## config.mk

```make
export PLATFORM = sky130hd
export DESIGN_NAME = rbb_minmax
export DESIGN_NICKNAME = d
export VERILOG_FILES = /design/src/rbb_pkg.sv /design/src/rbb_minmax.sv
export SDC_FILE = /design/constraint.sdc
export NUM_CORES = 1
export LEC_CHECK = 0
export ABC_AREA = 1
export BUFFER_PORTS_ARGS = -buffer_cell sky130_fd_sc_hd__buf_2
export CAP_MARGIN = 0
export CORE_AREA = 3 3 147 106
export CTS_BUF_LIST = sky130_fd_sc_hd__clkbuf_2
export DETAILED_ROUTE_END_ITERATION = 10
export DIE_AREA = 0 0 150 109
export MAX_ROUTING_LAYER = met4
export PLACE_DENSITY = 0.81
export SLEW_MARGIN = 15
export SYNTH_ARGS = -nofsm -noshare
export SYNTH_HDL_FRONTEND = slang
export SYNTH_SLANG_ARGS = --single-unit
```

## constraint.sdc

```tcl
create_clock -name clock -period 3.27 [get_ports clock]
set_clock_uncertainty 0.1 [all_clocks]
set_input_delay 0.8175 -clock clock [delete_from_list [all_inputs] [get_ports clock]]
set_output_delay 0.8175 -clock clock [all_outputs]
set_load 0.02 [all_outputs]
```

## src/rbb_pkg.sv

```systemverilog
// shared constants and register indexes for the rectangle bounding box transform
package rbb_pkg;

   localparam int COORD_WIDTH   = 32;
   localparam int FRAC_BITS     = 16;
   localparam int CSR_IDX_WIDTH = 3;

   localparam logic [CSR_IDX_WIDTH-1:0] CSR_COEF_A   = 3'd0;
   localparam logic [CSR_IDX_WIDTH-1:0] CSR_COEF_B   = 3'd1;
   localparam logic [CSR_IDX_WIDTH-1:0] CSR_COEF_C   = 3'd2;
   localparam logic [CSR_IDX_WIDTH-1:0] CSR_COEF_D   = 3'd3;
   localparam logic [CSR_IDX_WIDTH-1:0] CSR_OFFSET_X = 3'd4;
   localparam logic [CSR_IDX_WIDTH-1:0] CSR_OFFSET_Y = 3'd5;

endpackage

```

## src/rbb_minmax.sv

```systemverilog
// registered signed min and max of two products
module rbb_minmax #(
   parameter int WIDTH = 2 * rbb_pkg::COORD_WIDTH
) (
   input  logic                    clock,
   input  logic                    en,
   input  logic signed [WIDTH-1:0] val_a,
   input  logic signed [WIDTH-1:0] val_b,
   output logic signed [WIDTH-1:0] min_val,
   output logic signed [WIDTH-1:0] max_val
);

   logic signed [WIDTH-1:0] min_in, max_in, min_ff, max_ff;

   always_comb begin
      if (val_a < val_b) begin
         min_in = val_a;
         max_in = val_b;
      end else begin
         min_in = val_b;
         max_in = val_a;
      end
   end

   always_ff @(posedge clock) begin
      if (en) begin
         min_ff <= min_in;
         max_ff <= max_in;
      end
   end

   assign min_val = min_ff;
   assign max_val = max_ff;

endmodule

```

# --- Yosys cells after proc, flatten, opt, wreduce, memory -nomap -nowiden ---
# Index checks and enable logic that the tools add are counted.
op_classes:
  mux: 2
  order_cmp: 1
ops:
  columns: ["operator", "count"]
  rows:
  - ["two-way mux 64 bit", 2]
  - ["less-than comparator 64 bit", 1]
word_totals:
  input_bits: 130
  word_cells: 5
  ff_bits: 128
  out_inout_bits: 128

# --- Logic depth before layout (Yosys ltp) ---
depth:
  depth_word: 2
  mapped_depth: 19
  ltp_nobuf: 17

# --- Worst setup path before layout ---
# Ideal clock, no wire load.
synth_timing:
  kind: "input-to-reg"
  start: "input val_b[63]"
  end: "register min_ff[23] (netlist: min_val[23]) (data pin)"
  path_buffers: 2
  cell_stages: 15
  t_arrival_ps: 2485
  setup_time_ps: 253
  t_required_ps: 2917
  path_slack_ps: 432
  path_cell_list: "inv_1 > ha_1 > nand2_1 > nor2_1 > nand4_1 > inv_1 > nand3_1 > nor2_1 > nand2_2 > nand2_4 > nand2_2 > buf_2 > buf_2 > nand3_1 > nand2_1"
synth_between:
  elab_chain_cells: 2
synth_rtl:
  columns: ["item", "line", "source"]
  rows:
  - ["start, declared", "rbb_minmax.sv:8", "input logic signed [WIDTH-1:0] val_b,"]
  - ["less-than comparator 64 bit", "rbb_minmax.sv:16", "if (val_a < val_b) begin"]
  - ["two-way mux 64 bit", "rbb_minmax.sv:16", null]
  - ["via min_in[23]", "rbb_minmax.sv:13", "logic signed [WIDTH-1:0] min_in, max_in, min_ff, max_ff;"]
  - ["end signal, assigned", "rbb_minmax.sv:27", "min_ff <= min_in;"]
  - ["end, declared", "rbb_minmax.sv:13", null]
# The timed path passes the listed nets, and every way through them passes these cells.
# A chain may end at the register's enable or synchronous reset.

# --- Worst setup path in the final report ---
layout_timing:
  start: "input val_a[57]"
  end: "register max_ff[31] (netlist: max_val[31]) (data pin)"
layout_between:
  elab_chain_cells: 2
layout_rtl:
  columns: ["item", "line", "source"]
  rows:
  - ["start, declared", "rbb_minmax.sv:7", "input logic signed [WIDTH-1:0] val_a,"]
  - ["less-than comparator 64 bit", "rbb_minmax.sv:16", null]
  - ["two-way mux 64 bit", "rbb_minmax.sv:16", null]
  - ["via max_in[31]", "rbb_minmax.sv:13", null]
  - ["end signal, assigned", "rbb_minmax.sv:28", "max_ff <= max_in;"]
  - ["end, declared", "rbb_minmax.sv:13", null]
# The timed path passes the listed nets, and every way through them passes these cells.

==> summary.md <==
| Metric | Value |
|---|---|
| Clock-pin slew on the worst setup and hold paths | `0.21 ns` |
| CP endpoint kind | `register` |
| Crit path kind | `primary input to register` |
| Area of the core | `between 10000 and 15000 µm²` |
| IO Count | `~260` |
| Status | `finished clean` |
| Area delta synth->final | `24.3%` |
| Initial antenna violation count | `3` |
| Clock Tree Root | `clkbuf_2` |
| CTS max path bufs | `2` |
| Worst Hold Depth | `3` |
| Area leader, netlist | `edfxtp_1` |
| Main synth FF type | `edfxtp_1` |
| Fmax | `roughly 400 MHz` |
| H-tree depth | `4` |
| Post-CTS setup buffers | `0` |
| GRT Util Overall | `0.253` |
| CTS tree | `built` |
| Gpl congestion | `0.826` |
| Type of origin of the critical path | `primary input` |
| Fin crit period | `2.49 ns` |
| Most used cell, CP | `nand2_1` |
| Worst-Margin Slew | `0.551 ns` |
| 1st-pass router iterations | `7` |
| Tot Pwr | `4.79 mW` |
| CP required | `roughly 3.7 ns` |
| MaxCap Viol Count | `0` |
| Post-CTS Hold Fix Bufs | `0` |
| Clock share of power | `0.242` |
| Psw | `1.61 mW` |
| DRC | `0` |
| Post-synth EDFFs | `128` |
| # fillers | `around 1200` |
| Mapped Nets | `1026` |
| RSZ-0062 raised after global routing | `false` |
| Chip height | `109 µm` |
| Routed vias | `between 7000 and 8000` |
| Hold EP | `min_val[13]` |
| Ys async rst share | `0` |
| Top cell type's share of synthesized area | `0.510` |
| Sw Share | `0.337` |
| Worst-path fanout max | `51` |
| First-pass GRT wire length | `about 32 mm` |
| Final WL | `about 20 mm` |
| VDD IR-drop max | `0.000287 V` |
| Largest net degree at the start of global routing | `79` |
| Average instance area after synthesis | `9.05 µm²` |
| Most numerous cell in the Yosys netlist | `nand3_1` |
| Final hold violation count | `0` |
| Fin crit share | `0.762` |
| Rows | `36` |
| # clock sinks | `~130` |
| Setup-failing EPs final | `0` |
| Initial Utilization | `0.537` |
| Combinational share of power | `0.305` |
| Fraction of layout cells with a size suffix above 1 | `0.285` |
| Die area | `16400 µm²` |
| Total global routing overflow | `0` |
| Sequential-to-total area share from yosys stat | `0.510` |
| CP Cell Sequence | `buf_2, ha_1, nand2_1, inv_1, o21ai_0, nand2_1, a21oi_1, nand2_1, a21oi_4, nand2_4, nand2_4, buf_12, nand3_1, nand2_1` |
| Post-DR wirelength/cell | `roughly 16 µm` |
| Cell Int Power | `3.18 mW` |
| IO Port Bufs | `257` |
| Syn Inst Count | `between 800 and 900` |
| Min-delay src | `val_a[13]` |
| Pwr Density | `511 nW/µm²` |
| Post-synth top cells | `nand3_1, nand2_1, edfxtp_1` |
| Leak | `4.83 nW` |
| Nets@finish | `~1300` |
| Cell area after synthesis | `approximately 7500 µm²` |
| Ranking of synthesized cells by area | `edfxtp_1, nand3_1, ha_1, nand2_1, inv_1` |
| Seq cells post-synth | `128` |
| Die Width | `150 µm` |
| Total CTS buffers | `17` |
| Via density | `5.51` |
| Relative slew slack | `0.632` |
| Post_cts resized | `0` |
| Number of global-route vias before repair | `6313` |
| Final Max Slew Viols | `0` |
| Hpwl dp | `14.6 mm` |
| Share of power burned in registers | `0.452` |
| Routed Antenna Nets | `0` |
| Initial drt markers | `649` |
| Syn. warnings | `0` |
| Crit path DAT | `2.92 ns` |
| Worst path slowest cell | `ha_1` |
| Class of the worst hold path | `primary input to register` |
| Setup TNS | `0 ns` |
| Library cells used by synthesis | `22` |
| Largest stage delay, worst path | `0.33 ns` |
==> power groups by stage <==
stage / combinational (mW) / sequential, mW / clock, mW
after floorplan: 0.613 / 2.50 / 0
after global placement: 1.43 / 2.20 / 0
after detailed placement: 1.47 / 2.20 / 0
after CTS: 1.47 / 2.17 / 1.19
after global routing: 1.62 / 2.19 / 1.27
final: 1.46 / 2.17 / 1.16
==> placed cells by master, fill, tap and decap left out <==
cell	count
a21oi_4	1
nand2_4	3
diode_2	3
nand3_4	2
nand2_1	178
nor2_1	18
clkinvlp_4	1
edfxtp_1	128
clkinv_2	4
inv_6	1
a21o_1	1
o21a_1	1
o21ai_0	10
buf_12	10
nand3_1	258
buf_2	256
a21oi_1	30
nand2_2	1
clkbuf_2	19
nor3_1	3
buf_4	6
nor3b_1	1
inv_1	78
nand4_1	5
bufinv_16	5
clkinv_1	1
ha_1	63
==> metal layers <==
layer	track usage	part of all wire	vias up
met4	0.0659	0.018	0
met1	0.335	0.40	3194
met3	0.0690	0.12	31
met5	-	0	-
li1	-	-	3382
met2	0.388	0.46	429
==> layout make-up <==
type	count	area [µm²]	area share
diodes	3	7.51	0.000801
clock buffers	19	95.1	0.0101
clock inverters	12	190	0.0203
inverters	78	293	0.0313
multi-input cells	575	3180	0.339
flip-flops and latches	128	3840	0.410
well taps	190	238	0.0254
repair buffers	272	1530	0.163
==> worst max-delay path by stage <==
stage,to,start,slack [ns]
floorplan,min_val[23],val_b[63],0.43
global placement,max_val[6],val_b[5],0.20
detailed placement,max_val[10],val_b[33],0.15
CTS,max_val[31],val_a[57],0.87
global route,max_val[31],val_a[57],0.65
finish,max_val[31],val_a[57],0.78
==> worst max-delay path, delay by kind of cell <==
kind | cells | cell delay (ns)
compound gates | 3 | 0.57
fa+ha+maj | 1 | 0.33
buf+inv | 3 | 0.41
simple gates | 7 | 0.73
==> cells by family (layout without fill, tap and decap cells) <==
family | after synthesis | in the layout | synth area share
compound gates | 43 | 43 | 0.0307
other cells | 0 | 3 | 0
simple gates | 469 | 469 | 0.283
flops | 128 | 128 | 0.510
fa+ha+maj | 63 | 63 | 0.105
buf+inv | 130 | 381 | 0.0724
==> sequential cells by signal (all words and copies together), names as in the netlist <==
register	cells
max_val	64
min_val	64
==> per-stage QoR <==
step	util	cells	cell area, µm²	hold slack, ns	setup WS [ns]
after detailed placement	0.646	1243	9080	1.04	0.153
after CTS	0.666	1274	9360	0.263	0.869
final	0.667	1277	9370	0.358	0.779
after global routing	0.667	1277	9370	0.261	0.646
after global placement	0.646	1243	9080	1.04	0.195
after floorplan	-	833	7540	0.830	0.432
Power figures use the tool's default switching activity.
