### src/rbb_pkg.sv
// shared constants and register indexes for the rectangle bounding box transform
package rbb_pkg;

   localparam int COORD_WIDTH   = 32;
   localparam int FRAC_BITS     = 16;
   localparam int CSR_IDX_WIDTH = 3;

   localparam logic [CSR_IDX_WIDTH-1:0] CSR_COEF_A   = 3'd0;
   localparam logic [CSR_IDX_WIDTH-1:0] CSR_COEF_B   = 3'd1;
   localparam logic [CSR_IDX_WIDTH-1:0] CSR_COEF_C   = 3'd2;
   localparam logic [CSR_IDX_WIDTH-1:0] CSR_COEF_D   = 3'd3;
   localparam logic [CSR_IDX_WIDTH-1:0] CSR_OFFSET_X = 3'd4;
   localparam logic [CSR_IDX_WIDTH-1:0] CSR_OFFSET_Y = 3'd5;

endpackage

### src/rbb_axis.sv
// one output axis: sum of extreme products plus offset, then shift and saturate
module rbb_axis #(
   parameter int COORD_WIDTH = rbb_pkg::COORD_WIDTH,
   parameter int FRAC_BITS   = rbb_pkg::FRAC_BITS
) (
   input  logic                            clock,
   input  logic                            en,
   input  logic signed [2*COORD_WIDTH-1:0] min_u,
   input  logic signed [2*COORD_WIDTH-1:0] max_u,
   input  logic signed [2*COORD_WIDTH-1:0] min_v,
   input  logic signed [2*COORD_WIDTH-1:0] max_v,
   input  logic signed [COORD_WIDTH-1:0]   offset,
   output logic        [COORD_WIDTH-1:0]   out_low,
   output logic        [COORD_WIDTH-1:0]   out_high
);

   localparam int PW = 2 * COORD_WIDTH;
   localparam int SW = PW + 2;
   localparam logic signed [SW-1:0] SAT_HI = {{(SW-COORD_WIDTH+1){1'b0}}, {(COORD_WIDTH-1){1'b1}}};
   localparam logic signed [SW-1:0] SAT_LO = {{(SW-COORD_WIDTH+1){1'b1}}, {(COORD_WIDTH-1){1'b0}}};

   logic signed [SW-1:0] off_ext, off_sh;
   logic signed [SW-1:0] sum_lo_in, sum_hi_in, sum_lo_ff, sum_hi_ff;
   logic signed [SW-1:0] shr_lo, shr_hi;
   logic [COORD_WIDTH-1:0] out_low_in, out_high_in, out_low_ff, out_high_ff;

   always_comb begin
      off_ext   = {{(SW-COORD_WIDTH){offset[COORD_WIDTH-1]}}, offset};
      off_sh    = off_ext <<< FRAC_BITS;
      sum_lo_in = {{2{min_u[PW-1]}}, min_u} + {{2{min_v[PW-1]}}, min_v} + off_sh;
      sum_hi_in = {{2{max_u[PW-1]}}, max_u} + {{2{max_v[PW-1]}}, max_v} + off_sh;
   end

   // floor shift, then clamp to the coordinate range
   always_comb begin
      shr_lo = sum_lo_ff >>> FRAC_BITS;
      shr_hi = sum_hi_ff >>> FRAC_BITS;
      if (shr_lo > SAT_HI)      out_low_in = SAT_HI[COORD_WIDTH-1:0];
      else if (shr_lo < SAT_LO) out_low_in = SAT_LO[COORD_WIDTH-1:0];
      else                      out_low_in = shr_lo[COORD_WIDTH-1:0];
      if (shr_hi > SAT_HI)      out_high_in = SAT_HI[COORD_WIDTH-1:0];
      else if (shr_hi < SAT_LO) out_high_in = SAT_LO[COORD_WIDTH-1:0];
      else                      out_high_in = shr_hi[COORD_WIDTH-1:0];
   end

   always_ff @(posedge clock) begin
      if (en) begin
         sum_lo_ff   <= sum_lo_in;
         sum_hi_ff   <= sum_hi_in;
         out_low_ff  <= out_low_in;
         out_high_ff <= out_high_in;
      end
   end

   assign out_low  = out_low_ff;
   assign out_high = out_high_ff;

endmodule
### config.mk
export PLATFORM = sky130hd
export DESIGN_NAME = rbb_axis
export DESIGN_NICKNAME = d
export VERILOG_FILES = /design/src/rbb_pkg.sv /design/src/rbb_axis.sv
export SDC_FILE = /design/constraint.sdc
export NUM_CORES = 1
export LEC_CHECK = 0
export ABC_AREA = 0
export ABC_CLOCK_PERIOD_IN_PS = 7900
export BUFFER_PORTS_ARGS = -buffer_cell sky130_fd_sc_hd__clkbuf_2
export CORE_MARGIN = 4
export CORE_UTILIZATION = 60
export CTS_CLUSTER_SIZE = 30
export DETAILED_ROUTE_END_ITERATION = 10
export HOLD_SLACK_MARGIN = 0.1
export PLACE_DENSITY = 0.88
export REMOVE_ABC_BUFFERS = 1
export SYNTH_ARGS = -nofsm -noshare
export SYNTH_HDL_FRONTEND = slang
export SYNTH_SLANG_ARGS = --single-unit
### constraint.sdc
create_clock -name clock -period 7.9 [get_ports clock]
set_input_delay 0.395 -clock clock [delete_from_list [all_inputs] [get_ports clock]]
set_output_delay 0.395 -clock clock [all_outputs]
set_load 0.01 [all_outputs]
# == Word-level counts from Yosys, hierarchy flattened ==
# Cells that the tools add are included.
# word_totals
regBits,196
word_cells,14
output_inout_bits,64
# classes
add_sub_neg,4
order_cmp,4
mux,2
# ops
cell,count
$add 65x48->66,2
$add 64x64->65,2
$gt 50x32->1 const B,2
$lt 50x32->1 const B,2
$mux 32,2

# == Depth between registers and ports, before layout ==
# logic_depth
depth_word,2
mapped_depth,15
depth_no_buf,14

# == Worst setup path before layout ==
# Ideal clock, no wire load.
# synth_timing
kind,input to register
startpoint,input offset[0]
endpoint,"register sum_lo_ff[54], data pin"
arrival_ns,3.303
path_stages,13
n_path_buf,0
path_slack_ns,4.341
required_time_ns,7.644
setup_time_ns,0.256
cell_sequence,inv_1 fa_1 inv_1 ha_1 nand4_1 o211ai_2 a41oi_2 a211oi_2 nor3_2 o31a_1 o41a_1 o31a_1 o211a_1
# synth_between
elab_chain_cells,1
# synth_lines
element,line_no,text
from (decl),rbb_axis.sv:12,"input logic signed [COORD_WIDTH-1:0] offset,"
$add 65x48->66,rbb_axis.sv:30,"sum_lo_in = {{2{min_u[PW-1]}}, min_u} + {{2{min_v[PW-1]}}, min_v} + off_sh;"
named net sum_lo_in[54],rbb_axis.sv:23,"logic signed [SW-1:0] sum_lo_in, sum_hi_in, sum_lo_ff, sum_hi_ff;"
to (signal assigned),rbb_axis.sv:48,sum_lo_ff <= sum_lo_in;
to (decl),rbb_axis.sv:23,
# The timed path passes the listed nets, and every way through them passes these cells.
# A chain may end at the register's enable or synchronous reset.

# == Worst setup path in the final report ==
# layout_timing
startpoint,input offset[0]
endpoint,"register sum_lo_ff[65], data pin"
# The elaborated chain is that of the path after synthesis.

==> summary.txt <==
Global routing
  • Gr ovfl total: 0
  • First-pass GRT wire length: 63.8 mm
  • GRT Total Usage: 30.3%
  • Vias in the first global route: 12710
  • Largest net degree at the start of global routing: 85
  • Initial antenna violation count: 0

Critical path
  • Crit path kind: input port to register
  • Critical path startpoint category: input port
  • WP data required: 8090 ps
  • Worst Setup End Kind: register
  • CP Data Arrival Time: 4010 ps
  • Crit-path max FO: 6

Yosys
  • Register bit total from synthesis: 164
  • XOR/XNOR Fraction of Synth Area: 5.52%
  • Largest family of logic cells by synthesized area: adder cells
  • Post-Synth Adder-Cell Area: 26.8%
  • Post-Syn Area: 14400 um^2
  • Synth Flop Type: edfxtp_1
  • Sequential-to-total area share from yosys stat: 34.1%
  • Post-synth EDFFs: 164
  • Mean Syn Cell Area: 10.3 um^2
  • Post-synthesis cell type count: 69
  • Async S/R FF share, synth: 0%
  • Synthesized netlist cell count: 1407
  • Synth Area in Compound Gates: 17.8%
  • Multiplexer area fraction after synthesis: 0.156%
  • Yosys warns: 0
  • Synth Area in Simple Gates: 13.2%

Timing
  • F_max: 262 MHz
  • Setup TNS: 0 ps
  • Hold Vio Cnt, Final: 0
  • Final setup viols: 0
  • Minimum clock period: 3820 ps
  • Unrepaired setup endpoints after global routing: false
  • Clock skew: 10.2 ps
  • Max-Slew Margin vs Limit: 28.7%
  • Worst-Margin Slew: 1070 ps
  • Fin. max-slew vios: 0
  • Fin crit share: 48.4%
  • Hold Worst Slack: 519 ps

Die
  • Initial Util: 61.3%
  • Die height: 163 um
  • DIE WIDTH: 163 um
  • Std-Cell Rows: 56
  • Core ar.: 23500 um^2
  • I/O pins: 354
  • DIE AREA: 26600 um^2

Cells and area
  • Ant. Diodes: 0
  • Commonest non-fill, non-tap cell in the layout: clkbuf_2
  • Layout Nets: 2277
  • Share of cells above drive strength 1: 23.8%
  • Area delta synth->final: 18.2%
  • Most frequent cells in the layout: clkbuf_2 (352), edfxtp_1 (164), ha_1 (156)

CTS
  • Postcts setup bufs: 0
  • PostCTS Resize Cnt: 0
  • Clock buffer depth: 2
  • CTS buffer count: 17
  • Clock tree from TritonCTS: yes
  • Clock Latency Late Sink: 430 ps
  • Clock-pin slew on the worst setup and hold paths: 70 ps
  • Htree depth: 4
  • CTS Sinks: 164
  • Clock root cell: clkbuf_16
  • Hold-fix buffers, CTS: 0

Routing
  • WL/cell: 20.1 um
  • DRC viols: 0
  • Routed Antenna Nets: 0
  • 1st-iter DRT viols: 1084
  • DR vias: 12625
  • Final wirelength: 41.6 mm
  • Vias per inst: 6.11
  • Iteration count of the initial detailed-routing pass: 7

Power and ir drop
  • Max VDD drop: 161 uV
  • Pleak: 7.69 nW
  • PwrDens: 232 nW/um^2

Placed design
  • GP Congestion: 1.01
  • Post-DP HPWL: 34.3 mm
  • IO buf count: 353

Run
  • Max-cap viol count: 0

Min path
  • Min-delay worst type: register to register

Outcome
  • Outcome: complete, no violations
[registers in the layout, summed over array words and instances, names as in the netlist]
signal,count
out_high,32
sum_lo_ff,50
sum_hi_ff,50
out_low,32
[cell usage after synthesis, drive strengths merged, types with 3 or more instances]
cell	number	share of area (%)
a211oi	12	0.73
o21a	6	0.31
nor3	15	0.59
a311oi	6	0.36
xnor2	63	3.8
or4	5	0.26
edfxtp	164	34
o21ai	71	2.5
a31o	3	0.18
nand4	50	2.2
nand2b	9	0.39
a21o	66	3.4
a21boi	6	0.31
o211ai	6	0.35
fa	96	13
nor4	8	0.35
nor2b	11	0.48
ha	156	14
inv	40	1.0
a41oi	3	0.23
nor2	110	2.9
a31oi	19	0.87
nand3	24	0.83
xor2	28	1.7
a221oi	5	0.35
o22ai	3	0.13
o21bai	25	1.3
o2111ai	3	0.18
a21oi	136	4.7
and3	13	0.56
o41ai	3	0.18
nand2	154	4.0
and2	5	0.22
clkbuf	49	1.3
o31ai	6	0.44
[kinds of logic after synthesis]
logic type | Yosys count
compound gates | 396
buf+inv | 90
xor+xnor | 91
fa+ha+maj | 252
mux | 2
simple gates | 412
flops | 164
[worst max-delay path, stage by stage]
cell,delay (ps)
clkbuf_2,70
inv_1,70
fa_1,530
inv_1,50
ha_1,370
nand4_1,210
o211ai_2,140
a41oi_2,160
a211oi_2,330
nor3_2,130
o32ai_1,580
o21ai_1,180
o21bai_1,340
a311oi_1,160
mux2_2,290
[through the flow]
step / cell area (um^2) / utilization (%) / std cells / total power, W / setup slack [ps]
3_5_place_dp: 16500 / 70.0 / 2035 / 0.00310 / 3680
3_3_place_gp: 16500 / 70.0 / 2035 / 0.00306 / 3730
4_1_cts: 17100 / 72.5 / 2067 / 0.00394 / 4110
6_report: 17100 / 72.5 / 2067 / 0.00396 / 4080
2_1_floorplan: 14200 / - / 1357 / 0.00252 / 4250
5_1_grt: 17100 / 72.5 / 2067 / 0.00418 / 3730
[path summary, 6_finish.rpt]
check,start,end,slack (ps),depth (start not counted)
setup reg to reg,sum_hi_ff[59]$_DFFE_PP_,out_high[4]$_SDFFCE_PN1P_,5760,7
setup / recovery,offset[0],sum_lo_ff[65]$_DFFE_PP_,4080,15
hold / removal,sum_lo_ff[23]$_DFFE_PP_,out_low[7]$_SDFFCE_PN1P_,520,2
hold reg to reg,sum_lo_ff[23]$_DFFE_PP_,out_low[7]$_SDFFCE_PN1P_,520,2
[routing by layer]
layer	vias to the layer above	wire, um	track usage, %
met4	0	1790	13.5
met2	683	20400	52.9
li1	5874	-	-
met5	-	0	0
met3	116	2910	3.73
met1	5952	16500	38.1
[report_power, final]
group	internal (W)	total (W)	switching (W)	leakage, nW
combinational	0.000701	0.00176	0.00106	5.80
sequential	0.00128	0.00137	0.0000883	1.60
clock	0.000450	0.000834	0.000385	0.290
[layout make-up]
cell class	instances	area (um^2)
Inverter	40	150
Multi-Input combinational cell	1153	9180
Sequential cell	164	4920
Timing Repair Buffer	359	1820
Clock inverter	15	163
Fill cell	1717	6480
Tap cell	319	399
Clock buffer	17	425
Note: power is estimated with default switching activity, not from simulation.
